`src/rtl/ppm_pkg.sv`:
```
package ppm_pkg;

  // Configuration register indexes
  localparam int CFG_IDX_BITS = 3;
  localparam logic [CFG_IDX_BITS-1:0] REG_CONFLICT_BEGIN = 3'd0;
  localparam logic [CFG_IDX_BITS-1:0] REG_CONFLICT_END   = 3'd1;
  localparam logic [CFG_IDX_BITS-1:0] REG_BRAKE_LEVEL    = 3'd2;
  localparam logic [CFG_IDX_BITS-1:0] REG_MISMATCH_LEVEL = 3'd3;
  localparam logic [CFG_IDX_BITS-1:0] REG_HOLD_TIME      = 3'd4;

  localparam int CFG_DATA_BITS = 32;
  localparam int IN_TDATA_BITS = 80;
  localparam int OUT_TDATA_BITS = 8;

  typedef struct packed {
    logic [15:0] conflict_begin_level;
    logic [15:0] conflict_end_level;
    logic [15:0] brake_level;
    logic [15:0] mismatch_level;
    logic [31:0] hold_time;
  } cfg_t;

  typedef struct packed {
    logic [31:0] sample_time;
    logic [15:0] brake_raw;
    logic [15:0] throttle_b;
    logic [15:0] throttle_a;
  } sample_t;

  typedef struct packed {
    logic mismatch_seen;
    logic implausible_fault;
    logic brake_conflict;
  } result_t;

endpackage

```
`src/rtl/ppm_cfg_regs.sv`:
```
module ppm_cfg_regs
  import ppm_pkg::*;
(
  input  logic                     clk,
  input  logic                     rst,
  input  logic                     cfg_valid,
  input  logic [CFG_IDX_BITS-1:0]  cfg_index,
  input  logic [CFG_DATA_BITS-1:0] cfg_data,
  output cfg_t                     cfg
);

  // Register file; writes to unused indexes are dropped
  always_ff @(posedge clk) begin
    if (rst) begin
      cfg <= '0;
    end else if (cfg_valid) begin
      case (cfg_index)
        REG_CONFLICT_BEGIN: cfg.conflict_begin_level <= cfg_data[15:0];
        REG_CONFLICT_END:   cfg.conflict_end_level   <= cfg_data[15:0];
        REG_BRAKE_LEVEL:    cfg.brake_level          <= cfg_data[15:0];
        REG_MISMATCH_LEVEL: cfg.mismatch_level       <= cfg_data[15:0];
        REG_HOLD_TIME:      cfg.hold_time            <= cfg_data;
        default: ;
      endcase
    end
  end

endmodule

```
`src/rtl/ppm_core.sv`:
```
module ppm_core
  import ppm_pkg::*;
#(
  parameter int TIME_BITS = 32
)
(
  input  logic    clk,
  input  logic    rst,
  input  logic    step,
  input  cfg_t    cfg,
  input  sample_t sample,
  output result_t result
);

  logic                 mismatch_flag;
  logic                 fault_flag;
  logic                 conflict_flag;
  logic [TIME_BITS-1:0] mismatch_start;

  logic                 mismatch_flag_next;
  logic                 fault_flag_next;
  logic                 conflict_flag_next;
  logic [TIME_BITS-1:0] mismatch_start_next;

  logic [15:0]          lo;
  logic [15:0]          hi;
  logic                 mismatch;
  logic [TIME_BITS-1:0] now;
  logic [TIME_BITS-1:0] elapsed;

  // Sensor ordering and timestamp reduced to the timer width
  assign lo = (sample.throttle_a < sample.throttle_b) ? sample.throttle_a : sample.throttle_b;
  assign hi = (sample.throttle_a < sample.throttle_b) ? sample.throttle_b : sample.throttle_a;
  assign mismatch = (hi - lo) >= cfg.mismatch_level;
  assign now = TIME_BITS'({32'd0, sample.sample_time});
  assign elapsed = now - mismatch_start;

  always_comb begin
    // Brake conflict with hysteresis, held while the old fault stands
    conflict_flag_next = conflict_flag;
    if (!fault_flag) begin
      if (conflict_flag) begin
        conflict_flag_next = lo >= cfg.conflict_end_level;
      end else begin
        conflict_flag_next = (sample.brake_raw > cfg.brake_level) &&
                             (lo > cfg.conflict_begin_level);
      end
    end

    // Implausibility timer
    mismatch_flag_next  = mismatch_flag;
    fault_flag_next     = fault_flag;
    mismatch_start_next = mismatch_start;
    if (!mismatch) begin
      mismatch_flag_next = 1'b0;
      fault_flag_next    = 1'b0;
    end else if (!mismatch_flag) begin
      mismatch_flag_next  = 1'b1;
      mismatch_start_next = now;
    end else if (64'(elapsed) > 64'(cfg.hold_time)) begin
      fault_flag_next = 1'b1;
    end
  end

  assign result.brake_conflict    = conflict_flag_next;
  assign result.implausible_fault = fault_flag_next;
  assign result.mismatch_seen     = mismatch;

  always_ff @(posedge clk) begin
    if (rst) begin
      mismatch_flag  <= 1'b0;
      fault_flag     <= 1'b0;
      conflict_flag  <= 1'b0;
      mismatch_start <= '0;
    end else if (step) begin
      mismatch_flag  <= mismatch_flag_next;
      fault_flag     <= fault_flag_next;
      conflict_flag  <= conflict_flag_next;
      mismatch_start <= mismatch_start_next;
    end
  end

endmodule

```
`src/rtl/pedal_plausibility_monitor_top.sv`:
```
// An accepted sample passes the input register, then the result register, to m_tdata.
// Throughput: one sample per cycle; the input register and the result register
// advance together whenever the result register is empty or being drained.
// Reset (rst, synchronous, active high) clears the configuration, the fault, mismatch
// and conflict flags and both valid bits, not the data; configuration is always accepted.
module pedal_plausibility_monitor_top
  import ppm_pkg::*;
#(
  parameter int TIME_BITS = 32
)
(
  input  logic                      clk,
  input  logic                      rst,
  input  logic                      s_tvalid,
  output logic                      s_tready,
  // throttle_a[15:0], throttle_b[31:16], brake_raw[47:32], sample_time[79:48]
  input  logic [IN_TDATA_BITS-1:0]  s_tdata,
  output logic                      m_tvalid,
  input  logic                      m_tready,
  // brake_conflict[0], implausible_fault[1], mismatch_seen[2], zero[7:3]
  output logic [OUT_TDATA_BITS-1:0] m_tdata,
  input  logic                      cfg_valid,
  output logic                      cfg_ready,
  input  logic [CFG_IDX_BITS-1:0]   cfg_index,
  input  logic [CFG_DATA_BITS-1:0]  cfg_data
);

  cfg_t    cfg;
  sample_t in_reg;
  logic    in_valid;
  result_t result;
  result_t out_reg;
  logic    advance;
  logic    step;

  assign cfg_ready = 1'b1;

  ppm_cfg_regs u_cfg (
    .clk       (clk),
    .rst       (rst),
    .cfg_valid (cfg_valid),
    .cfg_index (cfg_index),
    .cfg_data  (cfg_data),
    .cfg       (cfg)
  );

  // Pipeline handshake
  assign advance  = !m_tvalid || m_tready;
  assign step     = in_valid && advance;
  assign s_tready = !in_valid || advance;

  // Input register
  always_ff @(posedge clk) begin
    if (rst) begin
      in_valid <= 1'b0;
    end else if (s_tready) begin
      in_valid <= s_tvalid;
    end
  end

  always_ff @(posedge clk) begin
    if (s_tvalid && s_tready) begin
      in_reg <= sample_t'(s_tdata);
    end
  end

  ppm_core #(
    .TIME_BITS (TIME_BITS)
  ) u_core (
    .clk    (clk),
    .rst    (rst),
    .step   (step),
    .cfg    (cfg),
    .sample (in_reg),
    .result (result)
  );

  // Result register
  always_ff @(posedge clk) begin
    if (rst) begin
      m_tvalid <= 1'b0;
    end else if (advance) begin
      m_tvalid <= in_valid;
    end
  end

  always_ff @(posedge clk) begin
    if (step) begin
      out_reg <= result;
    end
  end

  assign m_tdata = {5'd0, out_reg};

endmodule

```
`config.mk`:
```
export PLATFORM = sky130hd
export DESIGN_NAME = pedal_plausibility_monitor_top
export DESIGN_NICKNAME = d
export VERILOG_FILES = /design/src/rtl/ppm_pkg.sv /design/src/rtl/ppm_cfg_regs.sv /design/src/rtl/ppm_core.sv /design/src/rtl/pedal_plausibility_monitor_top.sv
export SDC_FILE = /design/constraint.sdc
export NUM_CORES = 1
export LEC_CHECK = 0
export BUFFER_PORTS_ARGS = -buffer_cell sky130_fd_sc_hd__buf_2
export CAP_MARGIN = 20
export CORE_MARGIN = 2
export CORE_UTILIZATION = 65
export DETAILED_ROUTE_END_ITERATION = 8
export PLACE_DENSITY = 0.94
export RECOVER_POWER = 25
export SYNTH_ARGS = -nofsm -noshare
export SYNTH_HDL_FRONTEND = slang
export SYNTH_SLANG_ARGS = --single-unit
```
`constraint.sdc`:
```
create_clock -name clk -period 15.8 [get_ports clk]
set_clock_uncertainty 0.05 [all_clocks]
set_input_delay 1.58 -clock clk [delete_from_list [all_inputs] [get_ports clk]]
set_output_delay 1.58 -clock clk [all_outputs]
set_load 0.05 [all_outputs]
```
# Yosys cells after proc, flatten, opt, wreduce, memory -nomap -nowiden
# Cells that the tools add are included.
[totals]
ff_bits = 216
in_bits = 120
out_inout_bits = 11
word_cells = 53
[classes]
addsub = 2
n_lt_le_gt_ge = 6
n_eq_ne = 4
muxes = 8
n_bitwise = 1
n_reduce_logical = 14
[op_table]
columns = ["cell", "n"]
rows = [
  ["$ge 16x16->1", 2],
  ["$gt 16x16->1", 2],
  ["$gt 32x32->1", 1],
  ["$mux 16", 2],
  ["$sub 32x32->32", 1],
  ["$lt 16x16->1", 1],
  ["$sub 16x16->16", 1],
  ["$reduce_and 2->1", 5],
  ["$eq 3x2->1 const B", 2],
  ["$mux 1", 6],
  ["$eq 3x1->1 const B", 1],
  ["$eq 3x3->1 const B", 1],
  ["$logic_and 1x1->1", 3],
  ["$logic_not 3->1", 1],
  ["$reduce_and 3->1", 1],
  ["$logic_not 1->1", 2],
  ["$logic_or 1x1->1", 2],
  ["$not 1->1", 1],
]

# Depth between registers and ports, before layout
[depth]
depth_word = 6
depth_mapped = 26
depth_no_buf = 24

# Cells and area by module
# From an unflattened synthesis, not the netlist that was laid out.
[unflattened]
hier_cells = 1303
hier_area_um2 = 13030.0
[modules_own_cells]
columns = ["module", "n_inst", "cells_per_inst", "area_per_inst_um2", "seq_area_each_um2"]
rows = [
  ["ppm_core", 1, 849, 6477.5, 700.7],
  ["ppm_cfg_regs", 1, 353, 3903.7, 1921.8],
  ["pedal_plausibility_monitor_top", 1, 101, 2648.8, 2532.4],
]

# Least setup slack after synthesis
# OpenSTA, ideal clock, no wires.
[synth_timing]
path_type = "register to register"
start = "register in_reg[5] (netlist name)"
end = "register u_core.mismatch_start[10]"
setup_ns = 0.142
t_arrival_ns = 4.945
required_time_ns = 15.608
path_slack_ns = 10.663
stages_incl_launch_ff = 26
path_buffers = 3
period_less_slack_ns = 5.137
path_cell_list = "edfxtp_1 ha_1 buf_6 a211oi_2 nand2_1 o31ai_1 nand2_1 clkbuf_1 nor2_1 mux2i_1 ha_1 o31a_1 nor2_1 o211a_1 o21a_1 o21ai_0 xor2_1 ha_1 a21oi_1 nor2b_1 a2111oi_0 o21ai_0 a211oi_1 nor3_1 clkbuf_1 mux2i_1"
[synth_between]
elab_chain_cells = 5
word_cells_on_any_way = 6
cone_classes = "add/sub (1); order compare (2); mux (2); reduce/logical (1)"
[synth_rtl]
columns = ["element", "line_no", "source"]
rows = [
  ["start: declaration", "pedal_plausibility_monitor_top.sv:29", "sample_t in_reg;"],
  ["start signal: assignment", "pedal_plausibility_monitor_top.sv:63", "in_reg <= sample_t'(s_tdata);"],
  ["$lt 16x16->1", "ppm_core.sv:32, ppm_core.sv:33", ""],
  ["$mux 16 (on tied branches)", "ppm_core.sv:33, ppm_core.sv:32", ""],
  ["$sub 16x16->16 *", "ppm_core.sv:34", "assign mismatch = (hi - lo) >= cfg.mismatch_level;"],
  ["$ge 16x16->1 *", "ppm_core.sv:34", ""],
  ["$reduce_and 3->1 (no line) *", "-", ""],
  ["end signal: assignment", "ppm_core.sv:79", "mismatch_start <= mismatch_start_next;"],
  ["end: declaration", "ppm_core.sv:18", "logic [TIME_BITS-1:0] mismatch_start;"],
]
# Mark *: on every way between the ends. The rest lies on a longest branch, timed or not.
# A chain may end at the register's enable or synchronous reset.

# Worst setup path in the final report
[layout_timing]
start = "register in_reg[26] (netlist name)"
end = "register u_core.mismatch_start[20]"
# The elaborated chain is that of the path after synthesis.

==> impl_metrics.env <==
export IMPL_die_h_um=144
export IMPL_hp_start="u_cfg.cfg[39]"
export IMPL_max_cap_violations=0
export IMPL_p_leak_uw=0.00568
export IMPL_synth_top_cell_area_share_pct=20.8
export IMPL_crit_path_end_kind="register"
export IMPL_coreArea_mm2=0.0194
export IMPL_dpl_hpwl_um=21900
export IMPL_synthDistinctLibCells=63
export IMPL_startpoint_type="register"
export IMPL_cts_setup_buffers=0
export IMPL_wl_um=31500
export IMPL_power_density_mw_per_mm2=107
export IMPL_crit_start="in_reg[26]"
export IMPL_grt_max_degree=128
export IMPL_use_met3_pct=5.23
export IMPL_initial_core_util_pct=66.1
export IMPL_post_cts_resized=0
export IMPL_die_area_mm2=0.0209
export IMPL_clk_latency_ps=530
export IMPL_ys_top_cells_by_area="dfxtp_1 (21%), edfxtp_1 (19%), ha_1 (14%), nand2_1 (7.3%), a21oi_1 (6.2%)"
export IMPL_finalMaxSlewViolations=0
export IMPL_yosys_warnings=0
export IMPL_largest_reg_flops=96
export IMPL_critPathMaxFanout=32
export IMPL_status="finished clean"
export IMPL_utilization_pct=74.5
export IMPL_drive_gt1_share_pct=11.8
export IMPL_dp_cells=1802
export IMPL_ys_flop_type="dfxtp_1"
export IMPL_worst_pin_slew_ps=1080
export IMPL_port_buffers=124
export IMPL_hold_viol_final=0
export IMPL_drc=0
export IMPL_hold_worst_slack_ps=403
export IMPL_path_class="register to register"
export IMPL_area_growth_pct=12.7
export IMPL_synth_edf_count=83
export IMPL_r2r_cells=21
export IMPL_hold_class="register to register"
export IMPL_period_share_pct=38.6
export IMPL_ioPinCount=131
export IMPL_tns_ps=0
export IMPL_peakVddDrop_mv=0.0950
export IMPL_crit_reg2reg_launch="in_reg[26]"
export IMPL_fin_crit_ps=6100
export IMPL_instances_no_fill=1849
export IMPL_yosys_area_top_type="dfxtp_1"
export IMPL_hold_buffers=0
export IMPL_nets=1831
export IMPL_grt_pass1_vias=10400
export IMPL_syn_area_mm2=0.0128
export IMPL_syn_area_per_cell_um2=8.78
export IMPL_busiest_layer="met2"
export IMPL_grt_use_met1_pct=36.5
export IMPL_min_to="u_cfg.cfg[39]"
export IMPL_power_total_uw=1550
export IMPL_clk_pin_slew_ps=70
export IMPL_cts_buffers=23
export IMPL_met2_usage_pct=49.9
export IMPL_grt_remaining_overflow=0
export IMPL_slew_headroom_pct=27.6
export IMPL_htree_levels=1
export IMPL_seq_area_frac_synth_pct=40.2
export IMPL_r2r_end="u_core.mismatch_start[20]"
export IMPL_yosys_register_bits=216
export IMPL_async_flop_share_pct=0
export IMPL_cts_tree="built"
export IMPL_syn_instance_count=1460
export IMPL_fmax_mhz=164
export IMPL_vias=11000
export IMPL_die_w_um=144
export IMPL_vias_per_cell=5.93
export IMPL_r2r_setup_slack_ps=9700
export IMPL_gr_usage_all_layers_pct=29.4
export IMPL_place_gp_congestion=0.981
export IMPL_required_ps=16180
export IMPL_antenna_found_initial=0
export IMPL_row_count=51
export IMPL_drtIter0Drc=865
export IMPL_cts_sinks=216
export IMPL_setup_viol=0
export IMPL_drt_first_pass_iters=6
export IMPL_rsz0062_at_grt="no"
export IMPL_cp_arrival_ps=6490
export IMPL_holdPathStages=2
export IMPL_clockBufferDepth=3
export IMPL_grt_first_pass_wirelength_um=49200
export IMPL_ant_nets=0
export IMPL_cts_root_buffer="clkbuf_16"
export IMPL_wl_per_cell_um=17.0
## cell usage after synthesis, drive strengths merged (8+ instances only)
library cell / number
nand2: 250
a21oi: 158
inv: 154
ha: 144
dfxtp: 133
nand2b: 85
edfxtp: 83
o21ai: 53
clkbuf: 46
nor2: 40
a21o: 36
mux2i: 36
xnor2: 29
o21a: 21
nand4: 20
nor2b: 14
xor2: 13
a211oi: 12
nand3: 12
and3: 10
nor3: 10
buf: 9
o211ai: 8
## through the flow
stage	cell area (um2)	setup slack [ps]
2_1_floorplan	12800	10660
3_3_place_gp	13600	10250
3_5_place_dp	13600	9980
4_1_cts	14400	9880
5_1_grt	14500	9420
6_report	14500	9700
## logic make-up after synthesis
group | Yosys count | share of synthesized area, %
adder cells (fa/ha/maj) | 145 | 14.2
AND/OR/NAND/NOR | 468 | 17.1
buffers and inverters | 209 | 6.42
AO/OA/AOI/OAI | 342 | 16.3
other | 2 | 0.0586
XOR/XNOR | 42 | 2.87
flip-flops | 216 | 40.2
multiplexers | 36 | 2.81
## power by group
group          leakage (uW)  internal, uW  switching [uW]
Sequential          0.00189           607            16.0
Combinational       0.00340           162             219
Clock              0.000393           316             233
Total               0.00568          1090             468
## cell usage in the layout (no fill, tap or decap), drive strengths merged, types with 3 or more instances in the layout
master	n
and3	10
nor2b	14
nand3	12
o22ai	6
clkbuf	29
nor4	6
a21o	36
o21bai	6
and2	6
nor3b	3
a2111oi	4
clkinv	7
a21oi	158
nand2	250
conb	6
edfxtp	83
nand4	20
or2	6
buf	131
a211oi	12
nand2b	85
o21ai	53
nor3	10
a31oi	4
dfxtp	133
a211o	3
nor2	40
xor2	13
inv	160
o31a	3
o21a	21
o211ai	8
ha	144
mux2i	36
o211a	5
xnor2	29
## metal layers
metal	routed length [um]	vias up
met2	14800	516
met1	12700	5064
li1	-	5230
met5	0	-
met3	2480	149
met4	1550	0
## how the worst max path moves through the flow
| stage | cells past startpoint | end | slack [ps] |
|---|---|---|---|
| floorplan | 25 | u_core.mismatch_start[10] | 10660 |
| global placement | 20 | u_core.mismatch_start[0] | 10250 |
| detailed placement | 20 | u_core.mismatch_start[2] | 9980 |
| CTS | 21 | u_core.mismatch_start[2] | 9880 |
| global route | 23 | u_core.mismatch_start[20] | 9420 |
| finish | 21 | u_core.mismatch_start[20] | 9700 |
## critical path, stage by stage (launching register included)
cell	delay, ps
edfxtp_1	390
inv_1	80
ha_1	400
nand2_1	110
o21a_1	210
o21ai_1	830
nor4_1	170
or2_2	370
o21a_1	220
nor3b_1	280
o21ai_0	180
xor2_1	180
ha_1	330
a21o_1	190
a21oi_1	150
nor2b_1	60
a2111oi_0	400
o21ai_0	160
a211oi_1	500
nor3_2	90
buf_4	310
mux2i_1	300
## layout make-up
cell class,instances,area [um2]
diodes,1,2.50
clock buffers,28,657
clock inverters,14,118
fillers,1367,4940
inverters,154,578
multi-input cells,1039,6870
flip-flops and latches,216,5150
well taps,265,332
repair buffers,132,746
Power figures use the tool's default switching activity.
